$ cat src/rtl/lse_pkg.sv
// Shared operation codes, status codes and field widths of the LIFO stack engine.
package lse_pkg;

  localparam int unsigned OpWidth     = 2;
  localparam int unsigned ValueWidth  = 32;
  localparam int unsigned StatusWidth = 2;
  localparam int unsigned CountWidth  = 7;

  localparam logic [OpWidth-1:0] OP_PUSH = 2'd0;
  localparam logic [OpWidth-1:0] OP_POP  = 2'd1;
  localparam logic [OpWidth-1:0] OP_PEEK = 2'd2;
  localparam logic [OpWidth-1:0] OP_DUMP = 2'd3;

  localparam logic [StatusWidth-1:0] ST_OK    = 2'd0;
  localparam logic [StatusWidth-1:0] ST_EMPTY = 2'd1;
  localparam logic [StatusWidth-1:0] ST_FULL  = 2'd2;

  typedef logic signed [ValueWidth-1:0] value_t;

endpackage

$ cat src/rtl/lse_in_if.sv
// Command channel of the LIFO stack engine: one operation per transfer.
interface lse_in_if;
  logic                           valid;
  logic                           ready;
  logic [lse_pkg::OpWidth-1:0]    op;
  lse_pkg::value_t                push_value;

  modport source (output valid, output op, output push_value, input ready);
  modport sink   (input valid, input op, input push_value, output ready);
endinterface

$ cat src/rtl/lse_out_if.sv
// Result channel of the LIFO stack engine: one result item per transfer.
interface lse_out_if;
  logic                              valid;
  logic                              ready;
  logic [lse_pkg::StatusWidth-1:0]   status;
  lse_pkg::value_t                   entry_value;
  logic [lse_pkg::CountWidth-1:0]    entry_count;
  logic                              is_empty;
  logic                              last_of_run;

  modport source (output valid, output status, output entry_value, output entry_count,
                  output is_empty, output last_of_run, input ready);
  modport sink   (input valid, input status, input entry_value, input entry_count,
                  input is_empty, input last_of_run, output ready);
endinterface

$ cat src/rtl/lifo_stack_engine.sv
// Bounded LIFO stack of signed 32-bit values with push, pop, peek and dump.
//
// The cmd channel takes one operation per transfer (push, pop, peek, dump).
// The res channel returns one result per push, pop and peek, and one result
// per stored entry for a dump, top entry first, with last_of_run on the final
// one. Every result carries the entry count after the operation and an empty
// flag. Pop, peek and dump on an empty stack give status empty; a push onto a
// full stack is refused with status full.
// Entries live in a single-port-write, registered-read memory of STACK_DEPTH
// words. Push and any refused or empty operation give their result in the
// cycle after the transfer and a new command may follow at once. Pop and peek
// read the memory first; the data comes from a read state that holds off the
// next command. A dump of N entries streams N results, one per cycle unless
// res stalls, and takes no new command until its last result is registered.
// A stall on res holds the registered result and blocks further commands; the
// result register is released and refilled in the same cycle it is taken.
// Reset (rst, synchronous) empties the stack and drops any pending result;
// the memory itself is not cleared.
module lifo_stack_engine #(
  parameter int unsigned STACK_DEPTH = 64
) (
  input  logic      clk,
  input  logic      rst,
  lse_in_if.sink    cmd,
  lse_out_if.source res
);

  localparam int unsigned AW = (STACK_DEPTH > 1) ? $clog2(STACK_DEPTH) : 1;
  localparam int unsigned CW = $clog2(STACK_DEPTH + 1);

  localparam logic [1:0] S_IDLE = 2'd0;
  localparam logic [1:0] S_READ = 2'd1;
  localparam logic [1:0] S_DUMP = 2'd2;

  lse_pkg::value_t mem [STACK_DEPTH];
  lse_pkg::value_t rd_data;

  logic [1:0]    state, state_next;
  logic [CW-1:0] count, count_next;
  logic [AW-1:0] dump_idx, dump_idx_next;

  logic          wr_en, rd_en;
  logic [AW-1:0] wr_addr, rd_addr;
  logic [CW-1:0] cnt_dec;
  logic [AW-1:0] top_addr;
  logic          full, empty, out_free;

  logic                               load_out;
  logic [lse_pkg::StatusWidth-1:0]    ld_status;
  lse_pkg::value_t                    ld_value;
  logic                               ld_last;

  assign cnt_dec   = count - CW'(1);
  assign top_addr  = cnt_dec[AW-1:0];
  assign full      = (count == CW'(STACK_DEPTH));
  assign empty     = (count == '0);
  assign out_free  = !res.valid || res.ready;
  assign cmd.ready = (state == S_IDLE) && out_free;

  always_comb begin
    state_next    = state;
    count_next    = count;
    dump_idx_next = dump_idx;
    wr_en         = 1'b0;
    wr_addr       = count[AW-1:0];
    rd_en         = 1'b0;
    rd_addr       = top_addr;
    load_out      = 1'b0;
    ld_status     = lse_pkg::ST_OK;
    ld_value      = '0;
    ld_last       = 1'b1;
    case (state)
      S_IDLE: begin
        if (cmd.valid && cmd.ready) begin
          case (cmd.op)
            lse_pkg::OP_PUSH: begin
              load_out = 1'b1;
              if (full) begin
                ld_status = lse_pkg::ST_FULL;
              end else begin
                wr_en      = 1'b1;
                count_next = count + CW'(1);
              end
            end
            lse_pkg::OP_POP, lse_pkg::OP_PEEK, lse_pkg::OP_DUMP: begin
              if (empty) begin
                load_out  = 1'b1;
                ld_status = lse_pkg::ST_EMPTY;
              end else begin
                rd_en = 1'b1;
                if (cmd.op == lse_pkg::OP_POP) begin
                  count_next = cnt_dec;
                end
                if (cmd.op == lse_pkg::OP_DUMP) begin
                  dump_idx_next = top_addr;
                  state_next    = S_DUMP;
                end else begin
                  state_next = S_READ;
                end
              end
            end
            default: begin
              load_out = 1'b0;
            end
          endcase
        end
      end
      S_READ: begin
        if (out_free) begin
          load_out   = 1'b1;
          ld_value   = rd_data;
          state_next = S_IDLE;
        end
      end
      S_DUMP: begin
        if (out_free) begin
          load_out = 1'b1;
          ld_value = rd_data;
          ld_last  = (dump_idx == '0);
          if (dump_idx == '0) begin
            state_next = S_IDLE;
          end else begin
            // Fetch the next lower entry while this one is handed over.
            rd_en         = 1'b1;
            rd_addr       = dump_idx - AW'(1);
            dump_idx_next = dump_idx - AW'(1);
          end
        end
      end
      default: begin
        state_next = S_IDLE;
      end
    endcase
  end

  always_ff @(posedge clk) begin
    if (wr_en) begin
      mem[wr_addr] <= cmd.push_value;
    end
    if (rd_en) begin
      rd_data <= mem[rd_addr];
    end
  end

  always_ff @(posedge clk) begin
    if (rst) begin
      state     <= S_IDLE;
      count     <= '0;
      dump_idx  <= '0;
      res.valid <= 1'b0;
    end else begin
      state    <= state_next;
      count    <= count_next;
      dump_idx <= dump_idx_next;
      if (load_out) begin
        res.valid <= 1'b1;
      end else if (res.ready) begin
        res.valid <= 1'b0;
      end
    end
  end

  always_ff @(posedge clk) begin
    if (load_out) begin
      res.status      <= ld_status;
      res.entry_value <= ld_value;
      res.entry_count <= lse_pkg::CountWidth'(count_next);
      res.is_empty    <= (count_next == '0);
      res.last_of_run <= ld_last;
    end
  end

endmodule

$ cat src/flat_wrapper.sv
// flat-port wrapper written by rule: the top's interface ports become plain ports
module lifo_stack_engine_flat 
#(
  parameter int unsigned STACK_DEPTH = 64
)
  (clk, rst, cmd_valid, cmd_op, cmd_push_value, cmd_ready, res_valid, res_status, res_entry_value, res_entry_count, res_is_empty, res_last_of_run, res_ready);
  lse_in_if cmd_i ();
  lse_out_if res_i ();
  input  logic clk;
  input  logic rst;
  input wire logic [$bits(cmd_i.valid)-1:0] cmd_valid;
  input wire logic [$bits(cmd_i.op)-1:0] cmd_op;
  input wire logic [$bits(cmd_i.push_value)-1:0] cmd_push_value;
  output wire logic [$bits(cmd_i.ready)-1:0] cmd_ready;
  output wire logic [$bits(res_i.valid)-1:0] res_valid;
  output wire logic [$bits(res_i.status)-1:0] res_status;
  output wire logic [$bits(res_i.entry_value)-1:0] res_entry_value;
  output wire logic [$bits(res_i.entry_count)-1:0] res_entry_count;
  output wire logic [$bits(res_i.is_empty)-1:0] res_is_empty;
  output wire logic [$bits(res_i.last_of_run)-1:0] res_last_of_run;
  input wire logic [$bits(res_i.ready)-1:0] res_ready;
  assign cmd_i.valid = cmd_valid;
  assign cmd_i.op = cmd_op;
  assign cmd_i.push_value = cmd_push_value;
  assign cmd_ready = cmd_i.ready;
  assign res_valid = res_i.valid;
  assign res_status = res_i.status;
  assign res_entry_value = res_i.entry_value;
  assign res_entry_count = res_i.entry_count;
  assign res_is_empty = res_i.is_empty;
  assign res_last_of_run = res_i.last_of_run;
  assign res_i.ready = res_ready;
  lifo_stack_engine #(.STACK_DEPTH(STACK_DEPTH)) u_core (.clk(clk), .rst(rst), .cmd(cmd_i), .res(res_i));
endmodule
$ cat config.mk
export PLATFORM = sky130hd
export DESIGN_NAME = lifo_stack_engine_flat
export DESIGN_NICKNAME = d
export VERILOG_FILES = /design/src/rtl/lse_pkg.sv /design/src/rtl/lse_in_if.sv /design/src/rtl/lse_out_if.sv /design/src/rtl/lifo_stack_engine.sv /design/src/flat_wrapper.sv
export SDC_FILE = /design/constraint.sdc
export NUM_CORES = 2
export LEC_CHECK = 0
export BUFFER_PORTS_ARGS = -buffer_cell sky130_fd_sc_hd__buf_2
export CELL_PAD_IN_SITES_DETAIL_PLACEMENT = 0
export CELL_PAD_IN_SITES_GLOBAL_PLACEMENT = 1
export CORE_AREA = 5 5 464 466
export CTS_CLUSTER_SIZE = 30
export DETAILED_ROUTE_END_ITERATION = 12
export DIE_AREA = 0 0 469 471
export PLACE_DENSITY = 0.64
export SETUP_SLACK_MARGIN = 0.02
export SLEW_MARGIN = 15
export SYNTH_ARGS = -nofsm -noshare
export SYNTH_HDL_FRONTEND = slang
export SYNTH_SLANG_ARGS = --single-unit
$ cat constraint.sdc
create_clock -name clk -period 5.6 [get_ports clk]
set_input_delay 1.4 -clock clk [delete_from_list [all_inputs] [get_ports clk]]
set_output_delay 1.4 -clock clk [all_outputs]
set_load 0.05 [all_outputs]
==> results.cfg <==
[worst_hold_path]
hp-class = reg2reg
min-delay-start = u_core.dump_idx[1]$_SDFFE_PP0P_
min_to = u_core.dump_idx[1]$_SDFFE_PP0P_
min_path_cells = 2

[sta]
hold_viol = 0
fin_hold_ws_ns = 0.492
skew_ns = 0.0345
max_slew.worst_pin.slew_ns = 1.08
finalSetupViolations = 0
period_needed_ns = 4.93
rsz0062_at_grt = false
fmax_ghz = 0.203
drv_slew = 0
fin_setup_tns_ns = 0
max-slew-margin-rel = 0.278
final.period_utilization = 0.880

[yosys]
ys_warn_count = 0
avgSynthCellArea_um2 = 14.1
yosysSeqAreaShare = 0.764
syn_nets = 5994
ys_seq_elements = 2139
yosysUniqueCellTypes = 63
yosys-top-cells-area = edfxtp_1 (76%), nand2_1 (6.6%), nand3_1 (3.5%)
synth_cells = 5948
synth_top_area_frac = 0.760
synth_most_common_cell = edfxtp_1
synthFlopType = edfxtp_1
yosysTopAreaCell = edfxtp_1
netlist_area_um2 = 83900
synth_edf_count = 2123
yosys-top-cells-count = edfxtp_1 (2123), nand2_1 (1478), nand3_1 (593)
synth-async-reset-ratio = 0

[global_route]
met1_usage = 0.326
grt_pass1_wl_um = 375000
grtUsageMet2 = 0.389
antenna_found_initial = 16
grt_usage = 0.236
grt_pass1_vias = 50000
grt.busiest_layer = met2
grt_use_met3 = 0.0314
grt_max_degree = 110
grt_overflow = 0

[clocking]
cts_htree_levels = 4
clockBufferDepth = 3
path_clk_slew_ns = 0.06
clk_latency_ns = 0.87
post_cts_buffers = 0
cts_tree = built
cts_buffers = 213
cts_root_buf = clkbuf_16
ctsHoldBuffers = 0
postCtsResizedCells = 0
clock_sinks = 2139

[layout]
final.fill_count = 18500
layout.nets = 6194
drive_above_1_share = 0.121
final_cell_area_um2 = 96800
finalCoreUtilization = 0.459
syn_to_final_growth_pct = 15.3

[placed_design]
numPortBuffers = 82
placed_area_um2 = 89900
gp_congestion = 0.832
dpl.hpwl_um = 146000

[floorplanning]
ios = 83
core_area_um2 = 211000
rows = 169
die_area_um2 = 221000
die_h_um = 471
start_util = 0.398
die_w_um = 469

[worst_setup_path]
startpoint_type = flip-flop
path_buf_inv = 3
end_kind = flip-flop
r2r_slack_ns = 0.67
cp_data_required_time_ns = 6.20
cp_max_fo = 32
crit_arrival_ns = 5.53
crit_chain = inv_1, ha_1, xor2_1, o31ai_4, buf_4, a32oi_1, nor3_2, buf_12, nand3_1, nand4_1, or4_1
cp_top_family = simple AND/OR/NAND/NOR gates
r2r-start = u_core.count[1]$_SDFF_PP0_
crit_slowest_cell = xor2_1
r2r-end = u_core.rd_data[13]$_DFFE_PP_
r2r_cells = 11
critical_path_class = reg2reg
max_stage_delay_ns = 0.73

[route]
wirelength_um = 266000
dr.first_iter.drc_count = 6104
wire_per_inst_um = 29.1
via_per_inst = 5.69
dr.pass1.iters = 8
vias = 52100
drc_errors = 0
antenna_left = 0

[flow_run]
drv_cap = 0

[power]
powerDensity_nw_per_um2 = 448
peakVddDrop_mv = 0.381
leakage_nw = 32.6

[run_status]
status = completed
==> report_power, final <==
part	switching, mW	internal [mW]	total, mW
Clock	6.09	7.93	14.0
Combinational	7.71	3.29	11.0
Sequential	0.173	18.1	18.3
Total	14.0	29.3	43.3
==> registers in the layout (all words and copies together) (netlist names) <==
signal / count
u_core.res.entry_value: 32
u_core.mem: 2048
u_core.res.entry_count: 7
u_core.count: 7
u_core.rd_data: 32
u_core.state: 2
u_core.dump_idx: 6
u_core.res.valid: 1
u_core.res.last_of_run: 1
u_core.res.status: 2
u_core.res.is_empty: 1
==> worst max-delay path by stage <==
stage	startpoint	to	slack, ns	cells after the start
detailed placement	res_ready	u_core.rd_data[26]$_DFFE_PP_	0.18	11
global route	u_core.count[1]$_SDFF_PP0_	u_core.rd_data[13]$_DFFE_PP_	0.56	11
floorplan	cmd_op[1]	u_core.res.entry_count[0]$_DFFE_PP_	1.06	4
finish	u_core.count[1]$_SDFF_PP0_	u_core.rd_data[13]$_DFFE_PP_	0.67	11
global placement	res_ready	u_core.rd_data[26]$_DFFE_PP_	0.19	11
CTS	u_core.count[0]$_SDFF_PP0_	u_core.rd_data[13]$_DFFE_PP_	0.67	11
==> placed cells by master (no fill, tap or decap), types with 8 or more instances in the layout <==
cell / count
nor3_1: 14
clkbuf_1: 49
nand3_1: 593
o21ai_0: 21
nor2_4: 64
o22ai_1: 14
buf_12: 69
o2111ai_1: 20
o32ai_1: 9
nor2b_1: 8
nor3_2: 9
dfxtp_1: 16
a21o_1: 8
nand4_1: 93
a32oi_1: 95
a21oi_1: 219
edfxtp_1: 2123
and3_1: 84
mux2i_1: 231
o211ai_1: 31
buf_2: 72
a31oi_1: 36
nor2_1: 37
nand2_1: 1475
bufinv_16: 18
clkinv_2: 36
a22oi_1: 195
a211oi_1: 23
ha_1: 8
diode_2: 13
clkbuf_16: 216
inv_1: 11
a32o_1: 8
clkinv_1: 47
or4_1: 26
buf_4: 232
==> worst min-delay path, delay by kind of cell (launching register included) <==
family / cells / cell delay [ns]
and+or+nand+nor: 1 / 0.06
DFF: 1 / 0.33
AOI/OAI and AO/OA: 1 / 0.06
==> cell families after synthesis <==
group           count (synthesis)  share of synthesized area
compound gates                714                     0.0589
xor+xnor                        9                   0.000940
mux                           233                     0.0278
buf+inv                       402                     0.0206
flops                        2139                      0.764
fa+ha+maj                       8                    0.00119
simple gates                 2443                      0.127
==> stage by stage <==
stage | cells | power (mW) | setup WS [ns]
2_1_floorplan | 5948 | 24.8 | 1.06
3_3_place_gp | 8752 | 29.6 | 0.190
3_5_place_dp | 8752 | 29.6 | 0.177
4_1_cts | 9137 | 43.6 | 0.673
5_1_grt | 9151 | 44.9 | 0.555
6_report | 9152 | 43.3 | 0.672
==> per-layer routing <==
metal | share of wire | wire [um]
met1 | 0.42 | 111000
met2 | 0.49 | 129000
met3 | 0.066 | 17700
met4 | 0.031 | 8360
met5 | 0 | 0
==> cell type report <==
class | instances | area (um2) | area share
Multi-Input combinational cell | 3407 | 18800 | 0.194
Clock inverter | 118 | 1160 | 0.0119
Tap cell | 2821 | 3530 | 0.0365
Antenna cell | 13 | 32.5 | 0.000336
Clock buffer | 267 | 5620 | 0.0581
Sequential cell | 2139 | 64100 | 0.662
Timing Repair Buffer | 374 | 3510 | 0.0363
Inverter | 13 | 48.8 | 0.000504
No activity file was read; power rests on OpenSTA's default activity.
